$ cat config.mk
export PLATFORM = sky130hd
export DESIGN_NAME = hvn_sqrt
export DESIGN_NICKNAME = d
export VERILOG_FILES = /design/src/design/hvn_pkg.sv /design/src/design/hvn_sqrt.sv
export SDC_FILE = /design/constraint.sdc
export NUM_CORES = 2
export LEC_CHECK = 0
export ABC_AREA = 1
export BUFFER_PORTS_ARGS = -buffer_cell sky130_fd_sc_hd__buf_4
export CAP_MARGIN = 20
export CORE_UTILIZATION = 40
export CTS_BUF_LIST = sky130_fd_sc_hd__clkbuf_8
export DETAILED_ROUTE_END_ITERATION = 10
export PLACE_DENSITY = 0.61
export SYNTH_ARGS = -nofsm -noshare
export SYNTH_HDL_FRONTEND = slang
export SYNTH_MEMORY_MAX_BITS = 65536
export SYNTH_SLANG_ARGS = --single-unit
$ cat constraint.sdc
create_clock -name aclk -period 3.1 [get_ports aclk]
set_clock_uncertainty 0.15 [all_clocks]
set_input_delay 0.93 -clock aclk [delete_from_list [all_inputs] [get_ports aclk]]
set_output_delay 0.93 -clock aclk [all_outputs]
set_load 0.05 [all_outputs]
$ cat src/design/hvn_pkg.sv
// Shared types, constants and helper functions of the heightmap vertex normal block.
package hvn_pkg;

    localparam int MAX_DIM    = 4096;
    localparam int DIM_W      = 13;
    localparam int COORD_W    = 12;
    localparam int HGT_W      = 16;
    localparam int DIFF_W     = 18;
    localparam int PROD_W     = 31;
    localparam int MAG_W      = 24;
    localparam int SQ_W       = 48;
    localparam int SUM_W      = 49;
    localparam int QUO_W      = 32;
    localparam int PQ_W       = 16;
    localparam int POS_W      = 17;
    localparam int NRM_W      = 16;
    localparam int NY_W       = 15;
    localparam int DIV_STEPS  = QUO_W;
    localparam int POS_STEPS  = PQ_W;
    localparam int SQRT_STEPS = QUO_W / 2;

    localparam logic [MAG_W-1:0] GRAD_SAT = {MAG_W{1'b1}};
    localparam logic [SUM_W-1:0] UNIT_SQ  = SUM_W'(512 * 512);
    localparam logic [POS_W-1:0] POS_ONE  = POS_W'(65536);
    localparam logic [NY_W-1:0]  NRM_MAX  = {NY_W{1'b1}};

    typedef enum logic [0:0] {
        CFG_GRID_WIDTH  = 1'b0,
        CFG_GRID_HEIGHT = 1'b1
    } cfg_idx_t;

    // Data that rides along with an item through the arithmetic.
    typedef struct packed {
        logic [COORD_W-1:0] col;
        logic [COORD_W-1:0] row;
        logic [HGT_W-1:0]   pos_y;
        logic [DIM_W-1:0]   tex_v;
        logic               sat_x;
        logic               sat_z;
        logic [COORD_W-1:0] span_w;
        logic [COORD_W-1:0] span_h;
        logic               neg_x;
        logic               neg_z;
    } side_t;

    typedef struct packed {
        side_t              side;
        logic [SUM_W-1:0]   s;
        logic [SUM_W-1:0]   rem_x;
        logic [SUM_W-1:0]   rem_y;
        logic [SUM_W-1:0]   rem_z;
        logic [QUO_W-1:0]   q_x;
        logic [QUO_W-1:0]   q_y;
        logic [QUO_W-1:0]   q_z;
        logic [COORD_W-1:0] prem_x;
        logic [COORD_W-1:0] prem_z;
        logic [PQ_W-1:0]    pq_x;
        logic [PQ_W-1:0]    pq_z;
    } div_t;

    typedef struct packed {
        side_t            side;
        logic [PQ_W-1:0]  pq_x;
        logic [PQ_W-1:0]  pq_z;
        logic [QUO_W-1:0] v_x;
        logic [QUO_W-1:0] v_y;
        logic [QUO_W-1:0] v_z;
        logic [QUO_W-1:0] r_x;
        logic [QUO_W-1:0] r_y;
        logic [QUO_W-1:0] r_z;
    } sq_t;

    // Dimension clamped to [2, MAX_DIM], minus one.
    function automatic logic [COORD_W-1:0] eff_span(input logic [DIM_W-1:0] d);
        logic [DIM_W-1:0] t;
        begin
            if (d < DIM_W'(2)) t = DIM_W'(2);
            else if (d > DIM_W'(MAX_DIM)) t = DIM_W'(MAX_DIM);
            else t = d;
            eff_span = COORD_W'(t - DIM_W'(1));
        end
    endfunction

    // Central difference inside, doubled one-sided difference at the edges.
    function automatic logic signed [DIFF_W-1:0] edge_diff(
        input logic [COORD_W-1:0]      c,
        input logic [COORD_W-1:0]      span,
        input logic signed [HGT_W-1:0] p,
        input logic signed [HGT_W-1:0] prev,
        input logic signed [HGT_W-1:0] next
    );
        logic signed [DIFF_W-1:0] a;
        logic signed [DIFF_W-1:0] b;
        begin
            if (c == '0) begin
                a = DIFF_W'(next);
                b = DIFF_W'(p);
                edge_diff = (a - b) <<< 1;
            end else if (c >= span) begin
                a = DIFF_W'(p);
                b = DIFF_W'(prev);
                edge_diff = (a - b) <<< 1;
            end else begin
                a = DIFF_W'(next);
                b = DIFF_W'(prev);
                edge_diff = a - b;
            end
        end
    endfunction

    function automatic logic [MAG_W-1:0] sat_mag(input logic signed [PROD_W-1:0] g);
        logic [PROD_W-1:0] a;
        begin
            a = g[PROD_W-1] ? PROD_W'(-g) : PROD_W'(g);
            sat_mag = (a > PROD_W'(GRAD_SAT)) ? GRAD_SAT : a[MAG_W-1:0];
        end
    endfunction

endpackage

$ cat src/design/hvn_sqrt.sv
// Integer square root pipeline for the three normal components, two bits per stage.
module hvn_sqrt import hvn_pkg::*; (
    input  logic aclk,
    input  logic aresetn,
    input  logic en,
    input  logic in_valid,
    input  div_t in_data,
    output logic out_valid,
    output sq_t  out_data
);

    sq_t                   stage_reg [SQRT_STEPS];
    logic [SQRT_STEPS-1:0] vld_reg;
    sq_t                   first;

    always_comb begin
        first      = '0;
        first.side = in_data.side;
        first.pq_x = in_data.pq_x;
        first.pq_z = in_data.pq_z;
        first.v_x  = in_data.q_x;
        first.v_y  = in_data.q_y;
        first.v_z  = in_data.q_z;
    end

    always_ff @(posedge aclk) begin
        if (!aresetn) begin
            vld_reg <= '0;
        end else if (en) begin
            vld_reg <= {vld_reg[SQRT_STEPS-2:0], in_valid};
        end
    end

    for (genvar k = 0; k < SQRT_STEPS; k++) begin : g_stage
        localparam logic [QUO_W-1:0] BIT = QUO_W'(1) << (QUO_W - 2 - 2 * k);
        sq_t            cur;
        sq_t            stage_next;
        logic [QUO_W:0] t_x, t_y, t_z;

        if (k == 0) begin : g_first
            assign cur = first;
        end else begin : g_rest
            assign cur = stage_reg[k-1];
        end

        always_comb begin
            stage_next = cur;
            t_x = {1'b0, cur.r_x} + {1'b0, BIT};
            t_y = {1'b0, cur.r_y} + {1'b0, BIT};
            t_z = {1'b0, cur.r_z} + {1'b0, BIT};
            if ({1'b0, cur.v_x} >= t_x) begin
                stage_next.v_x = QUO_W'({1'b0, cur.v_x} - t_x);
                stage_next.r_x = (cur.r_x >> 1) + BIT;
            end else begin
                stage_next.r_x = cur.r_x >> 1;
            end
            if ({1'b0, cur.v_y} >= t_y) begin
                stage_next.v_y = QUO_W'({1'b0, cur.v_y} - t_y);
                stage_next.r_y = (cur.r_y >> 1) + BIT;
            end else begin
                stage_next.r_y = cur.r_y >> 1;
            end
            if ({1'b0, cur.v_z} >= t_z) begin
                stage_next.v_z = QUO_W'({1'b0, cur.v_z} - t_z);
                stage_next.r_z = (cur.r_z >> 1) + BIT;
            end else begin
                stage_next.r_z = cur.r_z >> 1;
            end
        end

        always_ff @(posedge aclk) begin
            if (en) begin
                stage_reg[k] <= stage_next;
            end
        end
    end

    assign out_valid = vld_reg[SQRT_STEPS-1];
    assign out_data  = stage_reg[SQRT_STEPS-1];

endmodule
# After elaboration in Yosys (flattened, before gate mapping)
# Memory sizes are Yosys's and may differ from the RTL's.
# Index checks and enable logic that the tools add are counted.
# word_totals
n_memories	1
ram_bits	4880
inputBits	433
out_inout_bits	306
wordCells	286
ff_bits	16
# op_classes
mux	98
addsub	138
order_cmp	48
# mem_list
name	depth	word_bits	read_ports	rd_clocked_by_memory_dff	wr	line	source
stage_reg	16	305	16	0	16	hvn_sqrt.sv:12	sq_t stage_reg [SQRT_STEPS];
# ops
cell	n
32-bit 2-to-1 mux	93
32-bit by 33-bit >= comparator with 1-bit output	45
32-bit subtractor	45
32-bit by 1-bit adder with 33-bit output, second input constant	3
32-bit by 11-bit adder with 33-bit output, second input constant	3
32-bit by 13-bit adder with 33-bit output, second input constant	3
32-bit by 15-bit adder with 33-bit output, second input constant	3
32-bit by 17-bit adder with 33-bit output, second input constant	3
32-bit by 19-bit adder with 33-bit output, second input constant	3
32-bit by 21-bit adder with 33-bit output, second input constant	3
32-bit by 23-bit adder with 33-bit output, second input constant	3
32-bit by 25-bit adder with 33-bit output, second input constant	3
32-bit by 27-bit adder with 33-bit output, second input constant	3
32-bit by 29-bit adder with 33-bit output, second input constant	3
32-bit by 3-bit adder with 33-bit output, second input constant	3
32-bit by 5-bit adder with 33-bit output, second input constant	3
32-bit by 7-bit adder with 33-bit output, second input constant	3
32-bit by 9-bit adder with 33-bit output, second input constant	3
31-bit by 1-bit adder with 32-bit output, second input constant	3
31-bit by 11-bit adder with 32-bit output, second input constant	3
31-bit by 13-bit adder with 32-bit output, second input constant	3
31-bit by 15-bit adder with 32-bit output, second input constant	3
31-bit by 17-bit adder with 32-bit output, second input constant	3
31-bit by 19-bit adder with 32-bit output, second input constant	3
13 further kinds	38

# Logic depth before layout (Yosys ltp)
# An unclocked memory read counts as a cell.
# logic_depth
ltp_word	4
mapped_depth	16
mapped_depth_nobuf	15

# Worst setup path after synthesis
# OpenSTA, ideal clock, no wires.
# synth_path
path_kind	register to register
start	memory stage_reg[1][1928] (netlist name)
end	memory stage_reg[1][2246] (netlist name), data pin
t_required_ns	2.698
stages_incl_launch_ff	14
path_slack_ns	0.952
path_buffers	2
arrival_ns	1.746
synth_period_minus_slack_ns	2.148
setup_time_ns	0.252
cell_sequence	edfxtp_1 > ha_1 > buf_2 > nand2_1 > nand2_1 > a21oi_1 > nand2_1 > nand2_1 > nand2_2 > a21oi_2 > nand2_4 > buf_6 > nand2_1 > nand2_1
# synth_rtl
item	line
start: declaration	hvn_sqrt.sv:12

==> flow_summary.yaml <==
grt:
  grt_max_degree: 88
  grt_pass1_vias: 98550
  grt_overflow: 0
  grt_usage: 0.161
  grt_pass1_wl_um: 527000
  antenna_found_initial: 2
synthesis:
  syn_inst: 14212
  synth-edff-count: 3752
  ys.flop_type: "edfxtp_1"
  synth_top_area_cell: "edfxtp_1"
  yosysTopAreaCellShare: 0.689
  synthArstFlopShare: 0
  synth.distinct_cells: 62
  yosys_warnings: 0
  ys_top_cells_by_area: "edfxtp_1 (69%), nand2_1 (8.9%), inv_1 (4.4%), ha_1 (3.5%), nor2_1 (2.9%)"
  ys_ff_latch: 3768
  ys_seq_area_frac: 0.691
  avgSynthCellArea_sq_um: 11.5
  netlist_area_sq_mm: 0.164
  synthMostInstantiatedCell: "nand2_1"
  synth_commonest_cells: "nand2_1 (3866), edfxtp_1 (3752), inv_1 (1897)"
placed_design:
  dp_hpwl_um: 251000
  pre_cts_ws_ps: 382
  dpl_cell_area_sq_mm: 0.175
  place.gp.congestion: 0.925
  portBuffers: 470
cts:
  clockBufferDepth: 4
  cts_tree: "yes"
  htreeDepth: 6
  cts_root_buffer: "clkbuf_8"
  path_clk_slew_ps: 60
  clkLatencyLatePin_ps: 1210
  cts_inserted_buffers: 628
  clock-sinks: 3768
worst_setup_path:
  end_kind: "output pin"
  reg2reg_to: "stage_reg[1][1998]"
  cp-start-kind: "flop"
  critPathBufInv: 1
  crit_path_top_delay_cell: "edfxtp_1"
  critPathMaxStageDelay_ps: 510
  crit_type: "flop to output pin"
  r2r-start: "stage_reg[1][1604]"
  reg2reg_slack_ps: 350
  worstPathArrival_ps: 1880
  crit_family: "flip-flops"
  crit_required_ps: 2020
  startpoint: "stage_reg[1][2233]"
  crit_chain: "buf_6"
  reg2reg_depth: 13
  critPathMaxFanout: 1
cells_and_area:
  multiInputGateArea_sq_mm: 0.0423
  largest_reg_flops: 3752
  fin_area_sq_mm: 0.190
  fillers: 36910
  regArea_sq_mm: 0.113
  drive_above_1_share: 0.109
  nNetsFinal: 16549
  syn2layout_area_growth_pct: 15.9
timing:
  relSlewSlack: 0.493
  tightestPinTransition_ps: 753
  setup_slack_ps: 142
  drv_slew: 0
  hold_viol: 0
  rsz0062_at_grt: "no"
  setup_viol: 0
  hold_ws_ps: 219
  fmax_mhz: 338
  post-route-period-util: 0.954
  period_needed_ps: 2960
power_and_ir_drop:
  p_leak_uw: 0.0782
  powerDensity_mw_per_mm2: 665
  ir_drop_v: 0.000425
outcome:
  violations: "design-rule violations"
  status: "finished, violations left"
die:
  initial_core_util: 0.402
  core_sq_mm: 0.407
  fp.dieW_um: 641
  die_h_um: 641
  pin_count: 739
  dieArea_sq_mm: 0.411
  row_count: 234
run:
  maxCapViolations: 0
detailed_routing:
  vias: 99753
  drc: 21
  wire_per_inst_um: 15.7
  vias_per_cell: 4.63
  drtPass1Iterations: 11
  routed_wl_um: 339000
  ant_nets: 0
  first_iter_violations: 5854
min_path:
  min_path_type: "flop to flop"
  hold_path_end: "stage_reg[0][2367]"
  hold_path_depth: 0
  holdCritStartpoint: "stage_reg[0][2062]"
## worst reg2reg max path, stage by stage, from the launching register on
cell	delay [ps]
edfxtp_1	410
inv_1	100
ha_1	380
nand2_1	130
nor2_2	190
nand2_1	110
nor3_1	300
nand2_1	150
nand2_1	80
inv_1	60
nand2_4	90
inv_4	140
nand2_1	130
nand2_1	80
## report_power, final
group	internal (uW)	switching [uW]	leakage (uW)
clock	21400	19600	0.00668
sequential	62000	2930	0.0365
combinational	6820	13300	0.0350
total	90200	35900	0.0782
## logic make-up (layout without fill, tap and decap cells)
| logic type | after synthesis | count (layout) | synth area share |
|---|---|---|---|
| and+or+nand+nor | 6602 | 6602 | 0.170 |
| DFF | 3768 | 3768 | 0.691 |
| buffers and inverters | 2063 | 3940 | 0.0514 |
| AOI/OAI and AO/OA | 955 | 955 | 0.0331 |
| adders and majority gates | 456 | 456 | 0.0349 |
| xor gates and xnor gates | 367 | 367 | 0.0197 |
| other | 1 | 49 | 0.0000229 |
## metrics by stage
| step | TNS (ps) | power [uW] | utilization | cells |
|---|---|---|---|---|
| 2_1_floorplan | 0 | 78500 | - | 14259 |
| 3_3_place_gp | 0 | 85700 | 0.432 | 20244 |
| 3_5_place_dp | 0 | 85900 | 0.432 | 20244 |
| 4_1_cts | -377 | 128000 | 0.466 | 21564 |
| 5_1_grt | 0 | 133000 | 0.466 | 21565 |
| 6_report | 0 | 126000 | 0.466 | 21565 |
## how the worst max path moves through the flow
stage | endpoint | slack [ps] | cells after the start
after floorplan | stage_reg[1][2246] | 950 | 13
after global placement | stage_reg[1][1998] | 420 | 13
after detailed placement | stage_reg[1][1998] | 380 | 13
after CTS | out_data[104] | -40 | 1
after global routing | out_data[97] | 50 | 1
final | out_data[98] | 140 | 1
## final cells by class
cell class | count | share of cell area
antenna | 1 | 0.0000132
clock inverter | 471 | 0.0161
timing repair buffer | 910 | 0.0445
inverter | 1924 | 0.0381
sequential | 3768 | 0.596
tap | 5428 | 0.0358
multi-input combinational | 8428 | 0.223
clock buffer | 635 | 0.0461
## per-layer routing
metal | GRT usage | wire, um | vias to the layer above | share of wire
met5 | 0 | 23 | - | 0.000068
li1 | - | - | 51054 | -
met3 | 0.0237 | 13100 | 754 | 0.039
met2 | 0.275 | 163000 | 2010 | 0.48
met1 | 0.204 | 149000 | 45931 | 0.44
met4 | 0.0706 | 14000 | 4 | 0.041
## cells in the final DEF, fill, tap and decap left out, types with 13 or more instances in the layout
cell           instances
dlygate4sd3_1        214
clkbuf_8             635
xnor2_1              124
inv_2                 22
or2_2                 33
conb_1                48
buf_4                591
dfxtp_1               16
nand3_2               23
nor2_4                14
edfxtp_1            3752
ha_1                 456
o21bai_1              25
nand3_1              741
nand4_1              197
clkinv_2              49
buf_6                 28
a21oi_1              451
clkinvlp_4            13
a21boi_0              13
bufinv_16             25
a21oi_2               64
nor3_1               160
o21ai_1               55
clkinv_1             146
nor3b_1               14
buf_12                76
nor2_1              1242
and2_1                17
nand3b_1              86
xor2_1               243
inv_1               2086
nor2_2                48
nand2_1             3866
a21o_1                23
nor4_1                77
o21ai_2               21
o21ai_0              264
o21a_1                16
nand2_2               36
## timing repair
action | CTS | global route
resized for setup | 28 | 0
endpoints found under the setup margin | 28 | 0
buffers inserted | 0 | 0
hold buffers | 214 | 0
endpoints found under the hold margin | 231 | 0
(Power assumes the default switching activity.)
