$ cat src/design/hvn_pkg.sv
// Shared types, constants and helper functions of the heightmap vertex normal block.
package hvn_pkg;

    localparam int MAX_DIM    = 4096;
    localparam int DIM_W      = 13;
    localparam int COORD_W    = 12;
    localparam int HGT_W      = 16;
    localparam int DIFF_W     = 18;
    localparam int PROD_W     = 31;
    localparam int MAG_W      = 24;
    localparam int SQ_W       = 48;
    localparam int SUM_W      = 49;
    localparam int QUO_W      = 32;
    localparam int PQ_W       = 16;
    localparam int POS_W      = 17;
    localparam int NRM_W      = 16;
    localparam int NY_W       = 15;
    localparam int DIV_STEPS  = QUO_W;
    localparam int POS_STEPS  = PQ_W;
    localparam int SQRT_STEPS = QUO_W / 2;

    localparam logic [MAG_W-1:0] GRAD_SAT = {MAG_W{1'b1}};
    localparam logic [SUM_W-1:0] UNIT_SQ  = SUM_W'(512 * 512);
    localparam logic [POS_W-1:0] POS_ONE  = POS_W'(65536);
    localparam logic [NY_W-1:0]  NRM_MAX  = {NY_W{1'b1}};

    typedef enum logic [0:0] {
        CFG_GRID_WIDTH  = 1'b0,
        CFG_GRID_HEIGHT = 1'b1
    } cfg_idx_t;

    // Data that rides along with an item through the arithmetic.
    typedef struct packed {
        logic [COORD_W-1:0] col;
        logic [COORD_W-1:0] row;
        logic [HGT_W-1:0]   pos_y;
        logic [DIM_W-1:0]   tex_v;
        logic               sat_x;
        logic               sat_z;
        logic [COORD_W-1:0] span_w;
        logic [COORD_W-1:0] span_h;
        logic               neg_x;
        logic               neg_z;
    } side_t;

    typedef struct packed {
        side_t              side;
        logic [SUM_W-1:0]   s;
        logic [SUM_W-1:0]   rem_x;
        logic [SUM_W-1:0]   rem_y;
        logic [SUM_W-1:0]   rem_z;
        logic [QUO_W-1:0]   q_x;
        logic [QUO_W-1:0]   q_y;
        logic [QUO_W-1:0]   q_z;
        logic [COORD_W-1:0] prem_x;
        logic [COORD_W-1:0] prem_z;
        logic [PQ_W-1:0]    pq_x;
        logic [PQ_W-1:0]    pq_z;
    } div_t;

    typedef struct packed {
        side_t            side;
        logic [PQ_W-1:0]  pq_x;
        logic [PQ_W-1:0]  pq_z;
        logic [QUO_W-1:0] v_x;
        logic [QUO_W-1:0] v_y;
        logic [QUO_W-1:0] v_z;
        logic [QUO_W-1:0] r_x;
        logic [QUO_W-1:0] r_y;
        logic [QUO_W-1:0] r_z;
    } sq_t;

    // Dimension clamped to [2, MAX_DIM], minus one.
    function automatic logic [COORD_W-1:0] eff_span(input logic [DIM_W-1:0] d);
        logic [DIM_W-1:0] t;
        begin
            if (d < DIM_W'(2)) t = DIM_W'(2);
            else if (d > DIM_W'(MAX_DIM)) t = DIM_W'(MAX_DIM);
            else t = d;
            eff_span = COORD_W'(t - DIM_W'(1));
        end
    endfunction

    // Central difference inside, doubled one-sided difference at the edges.
    function automatic logic signed [DIFF_W-1:0] edge_diff(
        input logic [COORD_W-1:0]      c,
        input logic [COORD_W-1:0]      span,
        input logic signed [HGT_W-1:0] p,
        input logic signed [HGT_W-1:0] prev,
        input logic signed [HGT_W-1:0] next
    );
        logic signed [DIFF_W-1:0] a;
        logic signed [DIFF_W-1:0] b;
        begin
            if (c == '0) begin
                a = DIFF_W'(next);
                b = DIFF_W'(p);
                edge_diff = (a - b) <<< 1;
            end else if (c >= span) begin
                a = DIFF_W'(p);
                b = DIFF_W'(prev);
                edge_diff = (a - b) <<< 1;
            end else begin
                a = DIFF_W'(next);
                b = DIFF_W'(prev);
                edge_diff = a - b;
            end
        end
    endfunction

    function automatic logic [MAG_W-1:0] sat_mag(input logic signed [PROD_W-1:0] g);
        logic [PROD_W-1:0] a;
        begin
            a = g[PROD_W-1] ? PROD_W'(-g) : PROD_W'(g);
            sat_mag = (a > PROD_W'(GRAD_SAT)) ? GRAD_SAT : a[MAG_W-1:0];
        end
    endfunction

endpackage

$ cat src/design/hvn_front.sv
// Front stages: clamps, gradients, saturation, squares and divider setup.
module hvn_front import hvn_pkg::*; (
    input  logic               aclk,
    input  logic               aresetn,
    input  logic               en,
    input  logic               in_valid,
    input  logic [COORD_W-1:0] col,
    input  logic [COORD_W-1:0] row,
    input  logic [HGT_W-1:0]   center_height,
    input  logic [HGT_W-1:0]   left_height,
    input  logic [HGT_W-1:0]   right_height,
    input  logic [HGT_W-1:0]   up_height,
    input  logic [HGT_W-1:0]   down_height,
    input  logic [DIM_W-1:0]   grid_width,
    input  logic [DIM_W-1:0]   grid_height,
    output logic               out_valid,
    output div_t               out_data
);

    logic [5:0] vld_reg;

    // stage 1
    logic [COORD_W-1:0] col1_reg, row1_reg, spw1_reg, sph1_reg;
    logic [HGT_W-1:0]   p1_reg, l1_reg, r1_reg, u1_reg, d1_reg;
    // stage 2
    side_t                    side2_reg;
    logic signed [DIFF_W-1:0] dx2_reg, dz2_reg;
    side_t                    side2_next;
    // stage 3
    side_t                    side3_reg;
    logic signed [PROD_W-1:0] gx3_reg, gz3_reg;
    // stage 4
    side_t                    side4_reg, side4_next;
    logic [MAG_W-1:0]         mx4_reg, mz4_reg;
    // stage 5
    side_t                    side5_reg;
    logic [SQ_W-1:0]          sx5_reg, sz5_reg;
    // stage 6
    div_t                     div6_reg, div6_next;

    always_ff @(posedge aclk) begin
        if (!aresetn) begin
            vld_reg <= '0;
        end else if (en) begin
            vld_reg <= {vld_reg[4:0], in_valid};
        end
    end

    always_comb begin
        side2_next        = '0;
        side2_next.col    = col1_reg;
        side2_next.row    = row1_reg;
        side2_next.pos_y  = p1_reg;
        side2_next.span_w = spw1_reg;
        side2_next.span_h = sph1_reg;
        side2_next.sat_x  = (col1_reg >= spw1_reg);
        side2_next.sat_z  = (row1_reg >= sph1_reg);
        side2_next.tex_v  = (row1_reg > sph1_reg) ? '0
                          : DIM_W'({1'b0, sph1_reg} + DIM_W'(1) - {1'b0, row1_reg});
    end

    // normal sign is negative where the gradient is not negative
    always_comb begin
        side4_next       = side3_reg;
        side4_next.neg_x = !gx3_reg[PROD_W-1];
        side4_next.neg_z = !gz3_reg[PROD_W-1];
    end

    always_comb begin
        div6_next        = '0;
        div6_next.side   = side5_reg;
        div6_next.s      = SUM_W'(sx5_reg) + SUM_W'(sz5_reg) + UNIT_SQ;
        div6_next.rem_x  = SUM_W'(sx5_reg);
        div6_next.rem_y  = UNIT_SQ;
        div6_next.rem_z  = SUM_W'(sz5_reg);
        div6_next.prem_x = side5_reg.sat_x ? '0 : side5_reg.col;
        div6_next.prem_z = side5_reg.sat_z ? '0 : side5_reg.row;
    end

    always_ff @(posedge aclk) begin
        if (en) begin
            col1_reg <= col;
            row1_reg <= row;
            spw1_reg <= eff_span(grid_width);
            sph1_reg <= eff_span(grid_height);
            p1_reg   <= center_height;
            l1_reg   <= left_height;
            r1_reg   <= right_height;
            u1_reg   <= up_height;
            d1_reg   <= down_height;

            side2_reg <= side2_next;
            dx2_reg   <= edge_diff(col1_reg, spw1_reg, p1_reg, l1_reg, r1_reg);
            dz2_reg   <= edge_diff(row1_reg, sph1_reg, p1_reg, u1_reg, d1_reg);

            side3_reg <= side2_reg;
            gx3_reg   <= dx2_reg * $signed({1'b0, side2_reg.span_w});
            gz3_reg   <= dz2_reg * $signed({1'b0, side2_reg.span_h});

            side4_reg <= side4_next;
            mx4_reg   <= sat_mag(gx3_reg);
            mz4_reg   <= sat_mag(gz3_reg);

            side5_reg <= side4_reg;
            sx5_reg   <= mx4_reg * mx4_reg;
            sz5_reg   <= mz4_reg * mz4_reg;

            div6_reg <= div6_next;
        end
    end

    assign out_valid = vld_reg[5];
    assign out_data  = div6_reg;

endmodule

$ cat config.mk
export PLATFORM = sky130hd
export DESIGN_NAME = hvn_front
export DESIGN_NICKNAME = d
export VERILOG_FILES = /design/src/design/hvn_pkg.sv /design/src/design/hvn_front.sv
export SDC_FILE = /design/constraint.sdc
export NUM_CORES = 2
export LEC_CHECK = 0
export ABC_CLOCK_PERIOD_IN_PS = 8750
export BUFFER_PORTS_ARGS = -buffer_cell sky130_fd_sc_hd__buf_2
export CORE_UTILIZATION = 35
export CTS_CLUSTER_DIAMETER = 40
export DETAILED_ROUTE_END_ITERATION = 6
export GPL_ROUTABILITY_DRIVEN = 0
export HOLD_SLACK_MARGIN = 0.02
export REMOVE_ABC_BUFFERS = 1
export SYNTH_ARGS = -nofsm -noshare
export SYNTH_HDL_FRONTEND = slang
export SYNTH_SLANG_ARGS = --single-unit
$ cat constraint.sdc
create_clock -name aclk -period 8.75 [get_ports aclk]
set_input_delay 0 -clock aclk [delete_from_list [all_inputs] [get_ports aclk]]
set_output_delay 0 -clock aclk [all_outputs]
set_load 0.02 [all_outputs]
Yosys cells after proc, flatten, opt, wreduce, memory -nomap -nowiden

Index checks and enable logic that the tools add are counted.

Flip-flop bits (word level): 946
Output and inout bits: 430
Word-level logic and storage cells: 116

Add/sub/neg operators: 14
$mul: 4
Order comparisons: 9
Muxes and demuxes: 12
Reductions and logical operators: 6

Operators by type and width:

| cell                                                             | count |
|---|---|
| subtractor 16 x 16 -> 17 bit                                     | 6 |
| multiplier 24 x 24 -> 48 bit                                     | 2 |
| 2-to-1 mux 12 bit                                                | 6 |
| 2-to-1 mux 18 bit                                                | 4 |
| greater-than comparator 31 x 24 -> 1 bit (second input constant) | 2 |
| multiplier 18 x 13 -> 31 bit                                     | 2 |
| 2-to-1 mux 31 bit                                                | 2 |
| negation 31 bit                                                  | 2 |
| adder 48 x 48 -> 49 bit                                          | 1 |
| adder 49 x 19 -> 49 bit (second input constant)                  | 1 |
| greater-than comparator 13 bit (second input constant)           | 2 |
| < comparator 13 x 2 -> 1 bit (second input constant)             | 2 |
| greater-or-equal comparator 12 bit                               | 2 |
| logical NOT 12 bit                                               | 2 |
| subtractor 12 x 1 -> 12 bit (second input constant)              | 2 |
| adder 12 x 1 -> 13 bit (second input constant)                   | 1 |
| subtractor 13 x 12 -> 13 bit                                     | 1 |
| greater-than comparator 12 bit                                   | 1 |
| OR reduction 2 bit                                               | 2 |
| logical NOT 1 bit                                                | 2 |

Logic depth before layout (Yosys ltp)

Word-level depth: 5
Gate-level depth with buffers: 28

Worst setup path before layout

No wires, ideal clock.

Path type: reg-to-reg
Start: register mx4_reg[18]
End: register sx5_reg[46], data pin
Library setup time: 0.264 ns
Arrival: 7.481 ns
Required time: 8.486 ns
Slack: 1.005 ns
Stages on the path, launching flop included: 28
Buffers on the path: 3
Clock period less this slack: 7.745 ns
Cell sequence: edfxtp_1 -> clkbuf_1 -> clkbuf_1 -> nand2_1 -> fa_1 -> inv_1 -> fa_1 -> inv_1 -> fa_1 -> fa_1 -> inv_1 -> fa_1 -> fa_1 -> inv_1 -> fa_1 -> inv_1 -> ha_1 -> and4_1 -> clkbuf_1 -> and2_1 -> o21a_1 -> a2111oi_0 -> o31ai_1 -> o21a_1 -> a41o_1 -> or4_1 -> a221oi_1 -> xnor2_1

Longest elaborated chain between the ends: 1

Ends and longest elaborated chain:

| what                         | line             | source |
|---|---|---|
| start, declared              | hvn_front.sv:34  | `logic [MAG_W-1:0] mx4_reg, mz4_reg;` |
| start signal, assigned       | hvn_front.sv:101 | `mx4_reg <= sat_mag(gx3_reg);` |
| multiplier 24 x 24 -> 48 bit | hvn_front.sv:105 | `sx5_reg <= mx4_reg * mx4_reg;` |
| end signal, assigned         | hvn_front.sv:105 |  |
| end, declared                | hvn_front.sv:37  | `logic [SQ_W-1:0] sx5_reg, sz5_reg;` |

Every way passes these cells.
A chain may end at the register's enable or synchronous reset.

Worst setup path in the final report

Start: register mx4_reg[3]
End: register sx5_reg[45], data pin

Same word-level chain as after synthesis.

==> impl_metrics.toml <==
[clock_network]
htree_levels = 4
cts_tree = "built"
clockBufferDepth = 3
path_clk_slew_ps = 50
cts.sink_count = 942
cts_made_buffers = 161
worstSkewPairLatency_ps = 830
cts_root_buffer = "clkbuf_16"

[global_routing]
antenna_found_initial = 8
grt_pass1_vias = 63100
grt_max_degree = 192
busiest_layer = "met2"
grt_pass1_wl_um = 346000
met2_usage_pct = 28.9
grt_use_met1_pct = 21.8
grt_overflow = 0
grt_usage_pct = 17.2
met3_usage_pct = 2.99

[synth]
synthDistinctLibCells = 80
seq_area_frac_synth_pct = 31.8
ys_seq_elements = 942
yosys_most_used_dff = "edfxtp_1"
syn-instance-count = 8142
yosysWarnings = 0
syn_area_sq_mm = 0.0888
ys_async_sr_fraction_pct = 0
synth-edff-count = 936
synth.avg_cell_area_sq_um = 10.9

[drt]
drc = 0
drtAntennaViolNets = 0
vias = 58300
wl_um = 218000
viasPerCell = 4.74
drt_iter0_markers = 3829
post_drt_wl_per_cell_um = 17.7
drt-pass1-iter-count = 6

[die]
die-area_sq_mm = 0.256
coreArea_sq_mm = 0.252
start_util_pct = 35.3
die_w_um = 506
pin_count = 564
rows = 184
dieHeight_um = 506

[status]
status = "complete, no violations"

[sta]
slew_headroom_pct = 22.1
rsz0062_at_grt = "false"
finalHoldViolCount = 0
worst_pin_slew_ps = 1170
hold_ws_ps = 138
setup-violations-final = 0
maxSlewViolCount = 0
fin_skew_ps = 89.9
post-route-period-util_pct = 94.9
period_needed_ps = 8300
max_freq_ghz = 0.120
tns_ps = 0

[layout]
n_fill_cell = 24000
drive_above_1_share_pct = 8.70
largest_register_ffs = 248
final_nets = 10900
syn_to_final_growth_pct = 15.3
multi_input_area_sq_mm = 0.0523
seqCellArea_sq_mm = 0.0282

[flow_run]
cap_violations = 0

[setup_path]
r2r_cells = 28
critPathSlowestCell = "edfxtp_1"
criticalPathCategory = "flop to flop"
cp_max_fo = 17
start_kind = "flop"
cp-end-kind = "flop"
max_stage_delay_ps = 570
worstPathArrival_ps = 8850
cp.required_ps = 9300

[hold_path]
hp-class = "input pin to flop"
min_path_cells = 3

[placed_design]
portBuffers = 382
dp_hpwl_um = 173000
-- final timing paths --
| kind | from | end | slack (ps) |
|---|---|---|---|
| worst max register to register | mx4_reg[3] | sx5_reg[45] | 450 |
| worst max-delay path | mx4_reg[3] | sx5_reg[45] | 450 |
| worst min register to register | side4_reg[14] | div6_next[362] | 400 |
| worst min-delay path | grid_width[12] | spw1_reg[11] | 140 |
-- cells in the mapped netlist (10+ instances only) --
cell type / count / area share [%]
nand3_1: 51 / 0.29
mux2i_1: 18 / 0.20
nor2_1: 222 / 0.94
a21boi_0: 24 / 0.20
and4_1: 10 / 0.099
o21a_1: 36 / 0.30
o31ai_1: 29 / 0.25
o21bai_1: 37 / 0.31
xor2_1: 139 / 1.4
a21o_1: 132 / 1.1
nor3_1: 57 / 0.32
o31a_1: 11 / 0.11
inv_1: 1788 / 7.6
fa_1: 1247 / 28
nor4_1: 23 / 0.16
xnor2_1: 187 / 1.8
a21oi_1: 265 / 1.5
nand3b_1: 10 / 0.085
nor2b_1: 85 / 0.60
clkbuf_1: 216 / 0.91
o21ai_0: 191 / 1.1
and3_1: 26 / 0.18
o22ai_1: 10 / 0.070
and2_1: 458 / 3.2
nand4_1: 26 / 0.18
ha_1: 729 / 10
nand2_1: 724 / 3.1
a211oi_1: 25 / 0.21
o211ai_1: 19 / 0.16
nand2b_1: 34 / 0.24
or3_1: 19 / 0.13
buf_4: 181 / 1.5
o41ai_1: 12 / 0.12
a31oi_1: 29 / 0.20
edfxtp_1: 936 / 32
-- layout make-up --
type                    count  area share, %
multi-input cells        5188           51.1
clock buffers             172           4.02
inverters                1788           6.56
flip-flops and latches    942           27.6
clock inverters           128           1.44
repair buffers            736           5.19
well taps                3348           4.09
diodes                      3        0.00733
-- worst max-delay path, delay by kind of cell (launching register included) --
kind	cells	cell delay (ps)
AO/OA/AOI/OAI	7	2120
AND/OR/NAND/NOR	3	450
adder cells (fa/ha/maj)	8	3830
buffers and inverters	9	1000
XOR/XNOR	1	80
flip-flops	1	570
-- through the flow --
step	instance area [sq um]	setup WS [ps]	cells	util (%)
detailed placement	94000	296	11700	37.3
floorplan	87300	1170	7918	-
global route	102000	108	12300	40.6
global placement	94000	495	11700	37.3
finish	102000	445	12300	40.6
CTS	102000	180	12300	40.6
-- per-layer routing --
layer  vias up  share of wire, %
met1     29300                42
li1      26900                 -
met3       396               5.5
met5         -                 0
met4         0               4.5
met2      1672                48
-- timing repair --
item / 4_1_cts / 5_1_grt
endpoints found under the setup margin: 0 / 3
buffers inserted: 0 / 7
endpoints found under the hold margin: 207 / 0
hold buffers: 272 / 0
resized for setup: 0 / 2
-- layout by cell type (no fill, tap or decap), types with 51 or more instances in the layout --
cell	count
dlygate4sd3_1	272
buf_4	78
nor3_1	57
and2_1	458
a21oi_1	264
ha_1	729
fa_1	1247
nor2_1	222
clkbuf_16	163
nand3_1	51
buf_2	381
inv_1	1788
xnor2_1	187
xor2_1	139
edfxtp_1	936
conb_1	182
o21ai_0	191
nand2_1	724
nor2b_1	85
a21o_1	132
-- cell families (layout without fill, tap and decap cells) --
family / after synthesis / count (layout) / share of synthesized area (%)
buffers and inverters: 2192 / 2824 / 10.1
adders and majority gates: 1976 / 1976 / 38.4
and+or+nand+nor: 1790 / 1790 / 9.94
DFF: 942 / 942 / 31.8
AOI/OAI and AO/OA: 894 / 894 / 6.38
xor gates and xnor gates: 326 / 326 / 3.22
muxes: 20 / 20 / 0.228
other: 2 / 185 / 0.00846
Power is left out: the tool's default activity adds up to more than one toggle a clock period on the data nets, which glitch-free logic cannot reach.
